[src/rtl/core/bmhc_pkg.sv]
// Shared types, codes and constants of the boiler mode hysteresis controller.
// No dependencies; imported by every module under rtl/core.
package bmhc_pkg;

    localparam int TEMP_W = 12;
    localparam int CFG_IDX_W = 3;
    localparam int IN_TDATA_W = 40;
    localparam int OUT_TDATA_W = 8;

    // Valve position codes
    localparam logic WATER_VALVE_CODE = 1'b0;
    localparam logic BUFFER_VALVE_CODE = 1'b1;

    // Weekly schedule
    localparam logic [2:0] DAY_SUNDAY = 3'd0;
    localparam logic [2:0] DAY_SATURDAY = 3'd6;
    localparam logic [4:0] SAT_FIRST_HOUR = 5'd5;
    localparam logic [4:0] SAT_LAST_HOUR = 5'd12;
    localparam logic [4:0] SUN_FIRST_HOUR = 5'd7;
    localparam logic [4:0] SUN_LAST_HOUR = 5'd12;
    localparam logic [4:0] WKD_AM_FIRST_HOUR = 5'd4;
    localparam logic [4:0] WKD_AM_LAST_HOUR = 5'd8;
    localparam logic [4:0] WKD_PM_FIRST_HOUR = 5'd19;
    localparam logic [4:0] WKD_PM_LAST_HOUR = 5'd21;

    // Register reset values, tenths of a degree
    localparam logic signed [TEMP_W-1:0] WATER_ON_RESET = 12'sd530;
    localparam logic signed [TEMP_W-1:0] WATER_OFF_RESET = 12'sd580;
    localparam logic signed [TEMP_W-1:0] BUFFER_ON_RESET = 12'sd330;
    localparam logic signed [TEMP_W-1:0] BUFFER_OFF_RESET = 12'sd360;

    typedef enum logic [1:0] {
        HEAT_OFF = 2'd0,
        HEAT_TANK = 2'd1,
        HEAT_BUF = 2'd2
    } t_mode;

    typedef enum logic [CFG_IDX_W-1:0] {
        REG_WATER_ON = 3'd0,
        REG_WATER_OFF = 3'd1,
        REG_BUFFER_ON = 3'd2,
        REG_BUFFER_OFF = 3'd3,
        REG_WATER_EN = 3'd4,
        REG_BUFFER_EN = 3'd5,
        REG_SCHEDULE_EN = 3'd6
    } t_cfg_idx;

    typedef struct packed {
        logic signed [TEMP_W-1:0] water_on_temp;
        logic signed [TEMP_W-1:0] water_off_temp;
        logic signed [TEMP_W-1:0] buffer_on_temp;
        logic signed [TEMP_W-1:0] buffer_off_temp;
        logic water_enable;
        logic buffer_enable;
        logic schedule_enable;
    } t_cfg;

    typedef struct packed {
        logic signed [TEMP_W-1:0] water_temp;
        logic signed [TEMP_W-1:0] buffer_temp;
        logic [2:0] weekday;
        logic [4:0] hour_of_day;
        logic stove_feedback;
        logic valve_feedback;
    } t_in_item;

    typedef struct packed {
        logic emit;
        logic stove_command;
        logic valve_command;
        t_mode new_mode;
        logic feedback_alert;
    } t_decision;

endpackage

[src/rtl/core/bmhc_window.sv]
// Time-of-day window decode from the fixed weekly schedule.
// Depends on bmhc_pkg for day codes and hour limits.
module bmhc_window import bmhc_pkg::*; (
    input  logic [2:0] i_weekday,
    input  logic [4:0] i_hour_of_day,
    input  logic       i_schedule_enable,
    output logic       o_window_open
);

    logic w_sat;
    logic w_sun;
    logic w_wkd;

    assign w_sat = (i_hour_of_day >= SAT_FIRST_HOUR) && (i_hour_of_day <= SAT_LAST_HOUR);
    assign w_sun = (i_hour_of_day >= SUN_FIRST_HOUR) && (i_hour_of_day <= SUN_LAST_HOUR);
    assign w_wkd = ((i_hour_of_day >= WKD_AM_FIRST_HOUR) && (i_hour_of_day <= WKD_AM_LAST_HOUR))
                || ((i_hour_of_day >= WKD_PM_FIRST_HOUR) && (i_hour_of_day <= WKD_PM_LAST_HOUR));

    always_comb begin
        if (!i_schedule_enable) begin
            o_window_open = 1'b1;
        end else if (i_weekday == DAY_SATURDAY) begin
            o_window_open = w_sat;
        end else if (i_weekday == DAY_SUNDAY) begin
            o_window_open = w_sun;
        end else begin
            // weekday code 7 falls in with the working days
            o_window_open = w_wkd;
        end
    end

endmodule

[src/rtl/core/bmhc_mode.sv]
// Hysteresis mode decision for one poll item: first-tick takeover, mode step,
// one re-evaluation after a fall to stopped, and command/alert generation.
// Depends on bmhc_pkg for types and valve codes.
module bmhc_mode import bmhc_pkg::*; (
    input  t_in_item  i_item,
    input  t_cfg      i_cfg,
    input  t_mode     i_mode,
    input  logic      i_started,
    input  logic      i_window_open,
    output t_decision o_dec
);

    t_mode w_start_mode;
    t_mode w_stop_eval;
    t_mode w_mode;
    logic  w_water_need;
    logic  w_water_done;
    logic  w_buffer_need;
    logic  w_buffer_done;
    logic  w_stove;
    logic  w_valve;
    logic  w_mismatch;

    assign w_water_need = ($signed(i_item.water_temp) <= $signed(i_cfg.water_on_temp))
                       && i_cfg.water_enable;
    assign w_water_done = $signed(i_item.water_temp) >= $signed(i_cfg.water_off_temp);
    assign w_buffer_need = ($signed(i_item.buffer_temp) <= $signed(i_cfg.buffer_on_temp))
                        && i_cfg.buffer_enable;
    assign w_buffer_done = ($signed(i_item.buffer_temp) >= $signed(i_cfg.buffer_off_temp))
                        && i_cfg.buffer_enable;

    // On the first item take the mode over from the feedback
    always_comb begin
        if (!i_started) begin
            if (!i_item.stove_feedback) begin
                w_start_mode = HEAT_OFF;
            end else if (i_item.valve_feedback == WATER_VALVE_CODE) begin
                w_start_mode = HEAT_TANK;
            end else begin
                w_start_mode = HEAT_BUF;
            end
        end else begin
            w_start_mode = i_mode;
        end
    end

    always_comb begin
        if (w_water_need && i_window_open) begin
            w_stop_eval = HEAT_TANK;
        end else if (w_buffer_need) begin
            w_stop_eval = HEAT_BUF;
        end else begin
            w_stop_eval = HEAT_OFF;
        end
    end

    // A fall to stopped takes the stopped evaluation in the same item
    always_comb begin
        unique case (w_start_mode)
            HEAT_OFF:  w_mode = w_stop_eval;
            HEAT_TANK: w_mode = (w_water_done || !i_window_open) ? w_stop_eval : HEAT_TANK;
            default:   w_mode = (w_water_need || w_buffer_done) ? w_stop_eval : HEAT_BUF;
        endcase
    end

    assign w_stove = (w_mode != HEAT_OFF);
    assign w_valve = (w_mode == HEAT_BUF) ? BUFFER_VALVE_CODE : WATER_VALVE_CODE;
    assign w_mismatch = (i_item.stove_feedback != w_stove) || (i_item.valve_feedback != w_valve);

    always_comb begin
        o_dec.stove_command = w_stove;
        o_dec.valve_command = w_valve;
        o_dec.new_mode = w_mode;
        o_dec.feedback_alert = (w_mode == w_start_mode);
        o_dec.emit = (w_mode != w_start_mode) || w_mismatch;
    end

endmodule

[src/rtl/core/boiler_mode_hysteresis_controller.sv]
// Channel     Dir  Width  Contents
// s_axis      in   40     water_temp, buffer_temp, weekday, hour_of_day, feedbacks
// m_axis      out  8      stove_command, valve_command, new_mode, feedback_alert
// cfg write   in   12     seven threshold/enable registers, index 0..6
//
// One item per cycle while the output is not held: an item sits in the input register while the
// window and mode logic decide; the result lands in the output register.
// Mode state updates on the same edge as the output register, so the next item sees it at once.
// A held output stalls only the input register; an item with no result
// passes whenever the output register is free or being taken.
// Synchronous active-low reset: stopped mode, first tick pending, reset thresholds.
// Top level; depends on bmhc_pkg, bmhc_window and bmhc_mode.
module boiler_mode_hysteresis_controller import bmhc_pkg::*; (
    input  logic                   i_clk,
    input  logic                   i_rst_n,
    input  logic                   s_axis_tvalid,
    output logic                   s_axis_tready,
    // [11:0] water_temp, [23:12] buffer_temp, [26:24] weekday, [31:27] hour_of_day,
    // [32] stove_feedback, [33] valve_feedback, [39:34] zero
    input  logic [IN_TDATA_W-1:0]  s_axis_tdata,
    output logic                   m_axis_tvalid,
    input  logic                   m_axis_tready,
    // [0] stove_command, [1] valve_command, [3:2] new_mode, [4] feedback_alert, [7:5] zero
    output logic [OUT_TDATA_W-1:0] m_axis_tdata,
    input  logic                   i_cfg_we,
    input  logic [CFG_IDX_W-1:0]   i_cfg_idx,
    input  logic [TEMP_W-1:0]      i_cfg_wdata
);

    t_cfg      r_cfg;
    logic      r_s1_valid;
    t_in_item  r_s1;
    t_mode     r_mode;
    logic      r_started;
    logic      r_out_valid;
    t_decision r_out;
    t_decision w_dec;
    logic      w_window_open;
    logic      w_advance;

    assign w_advance = r_s1_valid && (!r_out_valid || m_axis_tready);
    assign s_axis_tready = !r_s1_valid || w_advance;

    always_ff @(posedge i_clk) begin
        if (!i_rst_n) begin
            r_cfg.water_on_temp <= WATER_ON_RESET;
            r_cfg.water_off_temp <= WATER_OFF_RESET;
            r_cfg.buffer_on_temp <= BUFFER_ON_RESET;
            r_cfg.buffer_off_temp <= BUFFER_OFF_RESET;
            r_cfg.water_enable <= 1'b0;
            r_cfg.buffer_enable <= 1'b0;
            r_cfg.schedule_enable <= 1'b1;
        end else if (i_cfg_we) begin
            unique case (t_cfg_idx'(i_cfg_idx))
                REG_WATER_ON:    r_cfg.water_on_temp <= i_cfg_wdata;
                REG_WATER_OFF:   r_cfg.water_off_temp <= i_cfg_wdata;
                REG_BUFFER_ON:   r_cfg.buffer_on_temp <= i_cfg_wdata;
                REG_BUFFER_OFF:  r_cfg.buffer_off_temp <= i_cfg_wdata;
                REG_WATER_EN:    r_cfg.water_enable <= i_cfg_wdata[0];
                REG_BUFFER_EN:   r_cfg.buffer_enable <= i_cfg_wdata[0];
                REG_SCHEDULE_EN: r_cfg.schedule_enable <= i_cfg_wdata[0];
                default: ;
            endcase
        end
    end

    // Input register
    always_ff @(posedge i_clk) begin
        if (!i_rst_n) begin
            r_s1_valid <= 1'b0;
        end else if (s_axis_tready) begin
            r_s1_valid <= s_axis_tvalid;
        end
    end

    always_ff @(posedge i_clk) begin
        if (s_axis_tvalid && s_axis_tready) begin
            r_s1.water_temp <= s_axis_tdata[11:0];
            r_s1.buffer_temp <= s_axis_tdata[23:12];
            r_s1.weekday <= s_axis_tdata[26:24];
            r_s1.hour_of_day <= s_axis_tdata[31:27];
            r_s1.stove_feedback <= s_axis_tdata[32];
            r_s1.valve_feedback <= s_axis_tdata[33];
        end
    end

    bmhc_window u_window (
        .i_weekday         (r_s1.weekday),
        .i_hour_of_day     (r_s1.hour_of_day),
        .i_schedule_enable (r_cfg.schedule_enable),
        .o_window_open     (w_window_open)
    );

    bmhc_mode u_mode (
        .i_item        (r_s1),
        .i_cfg         (r_cfg),
        .i_mode        (r_mode),
        .i_started     (r_started),
        .i_window_open (w_window_open),
        .o_dec         (w_dec)
    );

    // Mode state and output register
    always_ff @(posedge i_clk) begin
        if (!i_rst_n) begin
            r_mode <= HEAT_OFF;
            r_started <= 1'b0;
            r_out_valid <= 1'b0;
        end else if (w_advance) begin
            r_mode <= w_dec.new_mode;
            r_started <= 1'b1;
            r_out_valid <= w_dec.emit;
        end else if (m_axis_tready) begin
            r_out_valid <= 1'b0;
        end
    end

    always_ff @(posedge i_clk) begin
        if (w_advance && w_dec.emit) begin
            r_out <= w_dec;
        end
    end

    assign m_axis_tvalid = r_out_valid;
    assign m_axis_tdata = {3'b000, r_out.feedback_alert, r_out.new_mode,
                           r_out.valve_command, r_out.stove_command};

`ifndef SYNTHESIS
    // A waiting result always reports the mode now held
    a_out_mode_held: assert property (@(posedge i_clk) disable iff (!i_rst_n)
        r_out_valid |-> (r_out.new_mode == r_mode))
        else $error("pending result mode differs from held mode");

    // No item consumed yet: mode stays at its reset value
    a_not_started_stopped: assert property (@(posedge i_clk) disable iff (!i_rst_n)
        !r_started |-> (r_mode == HEAT_OFF))
        else $error("mode moved before first item");

    // An item without result leaves the mode alone once started
    a_silent_keeps_mode: assert property (@(posedge i_clk) disable iff (!i_rst_n)
        (w_advance && !w_dec.emit && r_started) |=> (r_mode == $past(r_mode)))
        else $error("mode changed without a result");

    // An alert result never carries a mode change
    a_alert_no_change: assert property (@(posedge i_clk) disable iff (!i_rst_n)
        (w_advance && w_dec.emit && w_dec.feedback_alert && r_started)
            |-> (w_dec.new_mode == r_mode))
        else $error("alert raised on a mode change");
`endif

endmodule

[config.mk]
export PLATFORM = sky130hd
export DESIGN_NAME = boiler_mode_hysteresis_controller
export DESIGN_NICKNAME = d
export VERILOG_FILES = /design/src/rtl/core/bmhc_pkg.sv /design/src/rtl/core/bmhc_window.sv /design/src/rtl/core/bmhc_mode.sv /design/src/rtl/core/boiler_mode_hysteresis_controller.sv
export SDC_FILE = /design/constraint.sdc
export NUM_CORES = 1
export LEC_CHECK = 0
export BUFFER_PORTS_ARGS = -buffer_cell sky130_fd_sc_hd__buf_2
export CAP_MARGIN = 15
export CORE_MARGIN = 2
export CORE_UTILIZATION = 55
export CTS_CLUSTER_DIAMETER = 150
export DETAILED_ROUTE_END_ITERATION = 6
export GPL_ROUTABILITY_DRIVEN = 0
export PLACE_DENSITY_LB_ADDON = 0.1
export SYNTH_ARGS = -nofsm -noshare
export SYNTH_HDL_FRONTEND = slang
export SYNTH_SLANG_ARGS = --single-unit
export TNS_END_PERCENT = 100
[constraint.sdc]
create_clock -name i_clk -period 4.6 [get_ports i_clk]
set_clock_uncertainty 0.05 [all_clocks]
set_input_delay 0.92 -clock i_clk [delete_from_list [all_inputs] [get_ports i_clk]]
set_output_delay 0.92 -clock i_clk [all_outputs]
set_load 0.005 [all_outputs]
# Word level (Yosys, flattened, before mapping)
# Cells that the tools add are included.
[totals] reg_bits=95 inputBits=60 elab_cells=92
[op_classes] magnitude_cmp=11 eq_ne=13 n_mux=14 reduce_logical=33
[op_table] cell=">= comparator 12 bit" n=2
[op_table] cell="<= comparator 12 bit" n=2
[op_table] cell=">= comparator 5 x 3 -> 1 bit (second input constant)" n=3
[op_table] cell="2-to-1 mux 2 bit" n=7
[op_table] cell="AND reduction 2 bit" n=7
[op_table] cell="equality test 3 bit (second input constant)" n=4
[op_table] cell="logical AND 1 bit" n=11
[op_table] cell="<= comparator 5 x 4 -> 1 bit (second input constant)" n=2
[op_table] cell="logical OR 1 bit" n=7
[op_table] cell="equality test 3 x 2 -> 1 bit (second input constant)" n=2
[op_table] cell="zero test 3 bit" n=2
[op_table] cell="2-to-1 mux 1 bit" n=6
[op_table] cell=">= comparator 5 bit (second input constant)" n=1
[op_table] cell="<= comparator 5 bit (second input constant)" n=1
[op_table] cell="one-hot mux 2 bit (2 select lines)" n=1
[op_table] cell="nonzero test 2 bit" n=2
[op_table] cell="equality test 3 x 1 -> 1 bit (second input constant)" n=1
[op_table] cell="zero test 1 bit" n=3
[op_table] cell="equality test 2 x 1 -> 1 bit (second input constant)" n=1
[op_table] cell="equality test 2 bit" n=1
[op_table] cell="equality test 2 bit (second input constant)" n=1
[op_table] cell="zero test 2 bit" n=1
[op_table] cell="inequality test 1 bit" n=2
[op_table] cell="inequality test 2 bit" n=1

# Longest topological paths before layout
# Gate-level depths: netlist of the first run.
[depth] ltp_word=16 mapped_depth=11

# Cells and area by module
# From an unflattened synthesis of the first run, not the netlist that was laid out.
[unflattened] hier_cells=468 area_unflattened_um2=4714.5
[by_module_without_submodules] mod="boiler_mode_hysteresis_controller" instances=1 cells_each=254 area_per_inst_um2=3168.0 seq_area_each_um2=2292.2
[by_module_without_submodules] mod="bmhc_mode" instances=1 cells_each=198 area_per_inst_um2=1428.9 seq_area_each_um2=0.0
[by_module_without_submodules] mod="bmhc_window" instances=1 cells_each=16 area_per_inst_um2=117.6 seq_area_each_um2=0.0

# Worst setup path before layout of the first run
# Ideal clock, no wire load.
[synth_path] path_type="register -> register" start="register r_s1[29] (netlist name)" end="register r_out, in the netlist m_axis_tdata[0], enable pin" arrival_ns=2.215 required_time_ns=4.226 setup_slack_ns=2.011 stages_incl_launch_ff=11 path_buffers=0 synth_period_minus_slack_ns=2.589 path_cell_list="edfxtp_1 ha_1 nand2_1 o21a_1 o221a_1 a21o_1 o31ai_4 inv_2 mux2i_1 inv_1 a21boi_2"
[synth_lines] item="start, declared" line_no="boiler_mode_hysteresis_controller.sv:32" text="t_in_item r_s1;"
[synth_lines] item="end signal, assigned" line_no="boiler_mode_hysteresis_controller.sv:120" text="r_out <= w_dec;"
[synth_lines] item="end, declared" line_no="boiler_mode_hysteresis_controller.sv:36" text="t_decision r_out;"

# Worst setup path after layout of the first run
[layout_path] start="register r_s1[17] (netlist name)" end="register r_out, in the netlist m_axis_tdata[0], enable pin"
[layout_between] elab_chain_len=12
[layout_lines] item="<= comparator 12 bit" line_no="bmhc_mode.sv:27" text="assign w_buffer_need = ($signed(i_item.buffer_temp) <= $signed(i_cfg.buffer_on_temp))"
[layout_lines] item="logical AND 1 bit" line_no="bmhc_mode.sv:28" text="&& i_cfg.buffer_enable;"
[layout_lines] item="2-to-1 mux 2 bit" line_no="bmhc_mode.sv:50" text="end else if (w_buffer_need) begin"
[layout_lines] item="2-to-1 mux 2 bit" line_no="bmhc_mode.sv:48" text="if (w_water_need && i_window_open) begin"
[layout_lines] item="2-to-1 mux 2 bit, on equally long branches" line_no="bmhc_mode.sv:62, bmhc_mode.sv:61"
[layout_lines] item="one-hot mux 2 bit (2 select lines) *" line_no="bmhc_mode.sv:59" text="unique case (w_start_mode)"
[layout_lines] item="equality test 2 bit" line_no="bmhc_mode.sv:67" text="assign w_valve = (w_mode == HEAT_BUF) ? BUFFER_VALVE_CODE : WATER_VALVE_CODE;"
[layout_lines] item="2-to-1 mux 1 bit" line_no="bmhc_mode.sv:67"
[layout_lines] item="inequality test 1 bit" line_no="bmhc_mode.sv:68" text="assign w_mismatch = (i_item.stove_feedback != w_stove) || (i_item.valve_feedback != w_valve);"
[layout_lines] item="logical OR 1 bit" line_no="bmhc_mode.sv:68"
[layout_lines] item="logical OR 1 bit *" line_no="bmhc_mode.sv:75" text="o_dec.emit = (w_mode != w_start_mode) || w_mismatch;"
[layout_lines] item="logical AND 1 bit *" line_no="boiler_mode_hysteresis_controller.sv:119" text="if (w_advance && w_dec.emit) begin"
# Mark *: on every way between the ends. The rest lies on a longest branch, timed or not.
# A chain may end at the register's enable or synchronous reset.

==> results of run 1 <==
## sequential cells by signal, summed over array words and instances (netlist names)
signal / count
m_axis_tdata: 5
r_cfg: 51
r_started: 1
r_mode: 2
r_s1: 34
r_s1_valid: 1
m_axis_tvalid: 1
## cells by family after synthesis
kind of cell             synth area share [%]
AO/OA/AOI/OAI                            14.8
adder cells (fa/ha/maj)                  13.0
buffers and inverters                    6.38
flip-flops                               48.7
multiplexers                             1.30
other                                  0.0796
AND/OR/NAND/NOR                          15.7
## metal layers
layer	track usage, %	part of all wire (%)	vias up
met5	0	0	-
met4	9.74	2.2	0
met3	3.80	5.0	16
met2	38.2	47	94
met1	30.3	46	1622
li1	-	-	1831
## synth_stat cells, drive strengths merged, types with 2 or more instances
library cell,number
o31ai,4
nor2,16
o211ai,16
nor2b,8
a21oi,51
mux2i,5
o21a,2
nand2b,2
a31oi,2
nor3b,2
a211oi,4
edfxtp,39
nand3,6
a2111oi,2
nand2,99
and2,3
dfxtp,56
a21o,4
o21ai,7
buf,3
nand4,10
o21bai,2
inv,60
clkbuf,14
ha,48
nor3,6
nor4,3
## power groups by stage
stage,registers [W],logic (W),clock network [W]
floorplan,0.000946,0.000113,0
global placement,0.000951,0.000166,0
detailed placement,0.000952,0.000174,0
CTS,0.000933,0.000175,0.000495
global route,0.000936,0.000203,0.000530
finish,0.000933,0.000177,0.000488
## final cells by class
type,instances,area (um2),share of cell area (%)
Multi-Input combinational cell,324,2120,40.2
Tap cell,105,131,2.49
Timing Repair Buffer,63,343,6.49
Clock buffer,10,128,2.42
Inverter,60,225,4.27
Clock inverter,6,37.5,0.711
Sequential cell,95,2290,43.4
## critical path, stage by stage, from the launching register on
cell and delay [ns]:
edfxtp_1 0.43, ha_1 0.32, nand2_1 0.06, nor3_1 0.22, a211oi_1 0.14, a2111oi_0 0.77
nor3_1 0.20, a21oi_4 0.24, o311ai_2 0.14, a21boi_2 0.29
## metrics by stage
step	power [W]	hold slack (ns)	worst slack (ns)	std cells	utilization [%]
floorplan	0.00106	0.386	2.01	496	-
CTS	0.00160	0.412	1.49	662	63.6
finish	0.00160	0.411	1.43	663	63.9
global route	0.00167	0.434	1.22	663	63.9
detailed placement	0.00113	0.398	1.50	646	61.6
global placement	0.00112	0.394	1.52	646	61.6
## worst max-delay path by stage
stage	to	slack [ns]	depth (start not counted)
final	m_axis_tdata[0]	1.43	9
after global routing	m_axis_tdata[0]	1.22	9
after CTS	m_axis_tdata[0]	1.49	9
after detailed placement	m_axis_tdata[0]	1.50	9
after global placement	m_axis_tdata[0]	1.52	9
after floorplan	m_axis_tdata[0]	2.01	10
==> results.md, run 1 <==
- R2R Path Start: r_s1[17]
- DRC Markers: 0
- Post-layout min period: 3.17 ns
- PD cells: 303 mW/mm2
- Crit path required time: 4.60 ns
- # rows: 33
- Fill cells: 713
- # port buffers: 60
- Total track usage: 23.2%
- Worst VDD drop: 0.228 mV
- CTS root buf: clkbuf_8
- Synth Area per Inst: 9.53 um2
- Yosys cell types: 54
- Final hold vios: 0
- Global-route wire length before repair: 16200 um
- Largest net degree at the start of global routing: 41
- Ports: 70
- Final count of pins violating max slew: 0
- Critical Path End Type: flop
- Post-CTS sizing: 0
- Switch share: 26.0%
- Final instance area: 0.00528 mm2
- Commonest non-fill, non-tap cell in the layout: nand2_1
- Final Setup Violations: 0
- Seq pwr share: 58.4%
- Setup Total Neg Slack: 0 ns
- Clk pwr share: 30.5%
- Antenna-violating nets left: 0
- TritonCTS Buffers: 9
- Net Switching: 0.000416 W
- Clk buf depth: 2
- Fmax achieved: 315 MHz
- Antenna cells: 0
- Worst-Margin Slew: 0.952 ns
- Die area: 0.00932 mm2
- Vias/cell: 5.37
- Crit Path Class: reg -> reg
- Final net count: 661
- Most frequent cells in the layout: 99 x nand2_1, 60 x buf_2, 59 x inv_1
- Core Region: 0.00826 mm2
- Initial Util: 57.0%
- Clock latency on the worst-skew pair: 0.36 ns
- Clock Sinks: 95
- Die Height: 96.5 um
- Run status: complete, no violations
- DP Area: 0.00509 mm2
- Post-synth top area cell: edfxtp_1
- Antenna violations before repair: 0
- Max-cap violation count: 0
- DP HPWL: 7510 um
- Seq cells post-synth: 95
- Routed len/inst: 15.1 um
- CTS tree: yes
- Worst R2R Setup Slack: 1.43 ns
- Register area share after synthesis: 48.7%
- Reg2reg end: m_axis_tdata[0]
- Crit Path Max Fanout: 5
- Chip width: 96.5 um
- Layout overhead on the synthesized area: 12.1%
- Vias in the first global route: 3439
- Post-CTS setup buffer count: 0
- Total grt overflow: 0
- Mapped Cells: 494
- CP Launch Type: flop
- Pint: 0.00118 W
- RSZ-0062 raised after global routing: false
- Drt first-iter violations: 177
- R2R cell count: 9
- Reg clk slew, reported paths: 0.09 ns
- Part of the power in combinational logic: 11.1%
- Ys flop type: dfxtp_1
- H-tree depth: 3
- Rel. slew slack: 36.0%
- Mapped Area: 0.00471 mm2
- # hold bufs at CTS: 0
- Worst hold path type: reg -> reg
- Final period utilization: 69.0%
- Pre-antenna DRT Iters: 4
- WL final: 10000 um
- Count of flip-flops with a built-in enable after synthesis: 39
- Worst setup startpoint: r_s1[17]
- Lkg Pwr: 2.17 nW
- Arr. time, crit path: 3.18 ns
- WHS Path Cells: 2
- Via count: 3563
- Hold Crit Start: r_cfg[37]
- Worst Hold End: r_cfg[37]
- Synth Warn #: 0
- Synth top area cells: edfxtp_1 25%, dfxtp_1 24%, ha_1 13%, nand2_1 7.9%, a21oi_1 5.2%
- Async S/R FF share, synth: 0%
- Yosys top cell area share: 24.9%
- Layout cell share with drive strength beyond 1: 16.3%
No activity file was read; power rests on OpenSTA's default activity.
==> run 2, diff against run 1 <==
CORE_UTILIZATION = 52   (was 55)
clock period = 2.75 ns   (was 4.6 ns; I/O delays follow)
==> run 2 against run 1 <==
  * The run now ends with setup timing left
  * Sequential share of layout area decreased by 2.8 points
  * Maximum frequency increased by 9.8%
  * Worst hold slack got worse by 0.10 ns
  * Register-to-register slack got worse by 1.6 ns
  * Global-route usage decreased by 1.1 points
  * Highest routed layer unchanged
==> results.md, run 2 (synthesized netlist as in run 1, its figures left out) <==
- Clk buf depth: 2
- CTS root buf: clkbuf_8
- Net Switching: 0.000707 W
- Critical Path End Type: flop
- CTS tree: yes
- Crit path largest cell delay: 0.45 ns
- Crit Path Max Fanout: 5
- Worst hold path type: in -> reg
- Fmax achieved: 346 MHz
- Routed len/inst: 14.7 um
- Critical path, cell by cell: buf_6, ha_4, nand4_1, buf_4, a211o_1, buf_6, a31oi_4, o31ai_4, buf_4, a21oi_4, o311ai_4, a21boi_4
- Post-layout min period: 2.89 ns
- H-tree depth: 3
- Total grt overflow: 0
- Largest net degree at the start of global routing: 35
- Crit path required time: 2.76 ns
- # hold bufs at CTS: 0
- Antenna cells: 0
- Arr. time, crit path: 2.90 ns
- Final count of pins violating max slew: 0
- Final net count: 698
- Place WS: -0.131 ns
- Rel. slew slack: 55.8%
- WL final: 10400 um
- Final WS setup: -0.140 ns
- Worst-Margin Slew: 0.663 ns
- Chip width: 99.2 um
- TritonCTS Buffers: 9
- Final Setup Violations: 8
- Crit Path Class: reg -> reg
- Failing checks: setup timing
- # port buffers: 60
- # rows: 34
- Global-route wire length before repair: 17100 um
- Lkg Pwr: 2.37 nW
- Via count: 3727
- Core Region: 0.00876 mm2
- CP delay by family, top: compound AO/OA/AOI/OAI gates
- Vias/cell: 5.30
- Pint: 0.00211 W
- Max FFs per register: 51
- Final period utilization: 105%
- Drt first-iter violations: 102
- Switch share: 25.1%
- Vias in the first global route: 3707
- Worst VDD drop: 0.327 mV
- Pre-antenna DRT Iters: 5
- Total track usage: 22.1%
- Final hold vios: 0
- Die area: 0.00983 mm2
- Slowest cell on the critical path: edfxtp_1
- DRC Markers: 0
- Run status: finished with violations
- PD cells: 498 mW/mm2
- Final instance area: 0.00565 mm2
- Clock latency on the worst-skew pair: 0.36 ns
- DP HPWL: 7590 um
- Most frequent cells in the layout: 99 x nand2_1, 60 x buf_2, 59 x inv_1
- Largest register by flop count: r_cfg
- RSZ-0062 raised after global routing: true
- Layout cell share with drive strength beyond 1: 22.9%
- Die Height: 99.2 um
- DP Area: 0.00533 mm2
- Clock Sinks: 95
- Fill cells: 729
- CP Launch Type: flop
- Ports: 70
- Antenna-violating nets left: 0
- Max-cap violation count: 0
- Reg clk slew, reported paths: 0.09 ns
- Initial Util: 53.7%
- Core Util, Final: 64.5%
- Buffers plus inverters on the worst setup path: 4
- Layout overhead on the synthesized area: 20.0%
- Part of the power in combinational logic: 12.2%
- Clk pwr share: 32.4%
- Seq pwr share: 55.4%
- Antenna violations before repair: 0
- Commonest non-fill, non-tap cell in the layout: nand2_1
-- run 2: worst paths after layout --
check	to	slack, ns	cells after the start	startpoint
worst max-delay path	m_axis_tdata[2]	-0.14	12	r_s1[32]
worst min-delay path	r_s1[8]	0.31	1	s_axis_tdata[25]
worst max register to register	m_axis_tdata[2]	-0.14	12	r_s1[32]
worst min register to register	r_cfg[47]	0.41	2	r_cfg[47]
-- run 2: per-stage QoR --
step	std cells	power, W	TNS, ns	hold WS [ns]
after floorplan	496	0.00177	0	0.386
after global placement	681	0.00190	-0.313	0.394
after detailed placement	681	0.00191	-0.691	0.397
after CTS	701	0.00283	-0.244	0.293
after global routing	703	0.00294	-1.79	0.283
final	703	0.00281	-0.746	0.310
-- run 2: repair_timing --
action,in CTS,in global routing
gates resized for setup,6,5
setup endpoints to repair,7,11
pin swaps,7,5
cloned,0,0
buffers inserted,5,3
-- run 2: worst register-to-register path: cells and delay by family (launching register included) --
kind,cells,cell delay (ns)
flip-flops,1,0.45
buffers and inverters,4,0.63
adder cells (fa/ha/maj),1,0.26
AND/OR/NAND/NOR,1,0.14
AO/OA/AOI/OAI,6,1.07
-- run 2: layer usage --
layer	track usage, %	part of all wire (%)
met1	27.7	45
met2	37.4	49
met3	4.71	3.3
met4	8.64	2.4
met5	0	0
-- run 2: power groups by stage --
stage	sequential (W)	clock, W	combinational [W]
final	0.00156	0.000910	0.000344
after global routing	0.00157	0.000989	0.000387
after CTS	0.00156	0.000934	0.000338
after detailed placement	0.00159	0	0.000324
after global placement	0.00159	0	0.000310
after floorplan	0.00158	0	0.000189
-- run 2: final cells by class --
class / count / area (um2) / area share [%]
Sequential cell: 95 / 2290 / 40.6
Multi-Input combinational cell: 324 / 2190 / 38.8
Timing Repair Buffer: 100 / 608 / 10.8
Inverter: 60 / 225 / 3.99
Tap cell: 108 / 135 / 2.39
Clock buffer: 9 / 124 / 2.19
Clock inverter: 7 / 71.3 / 1.26
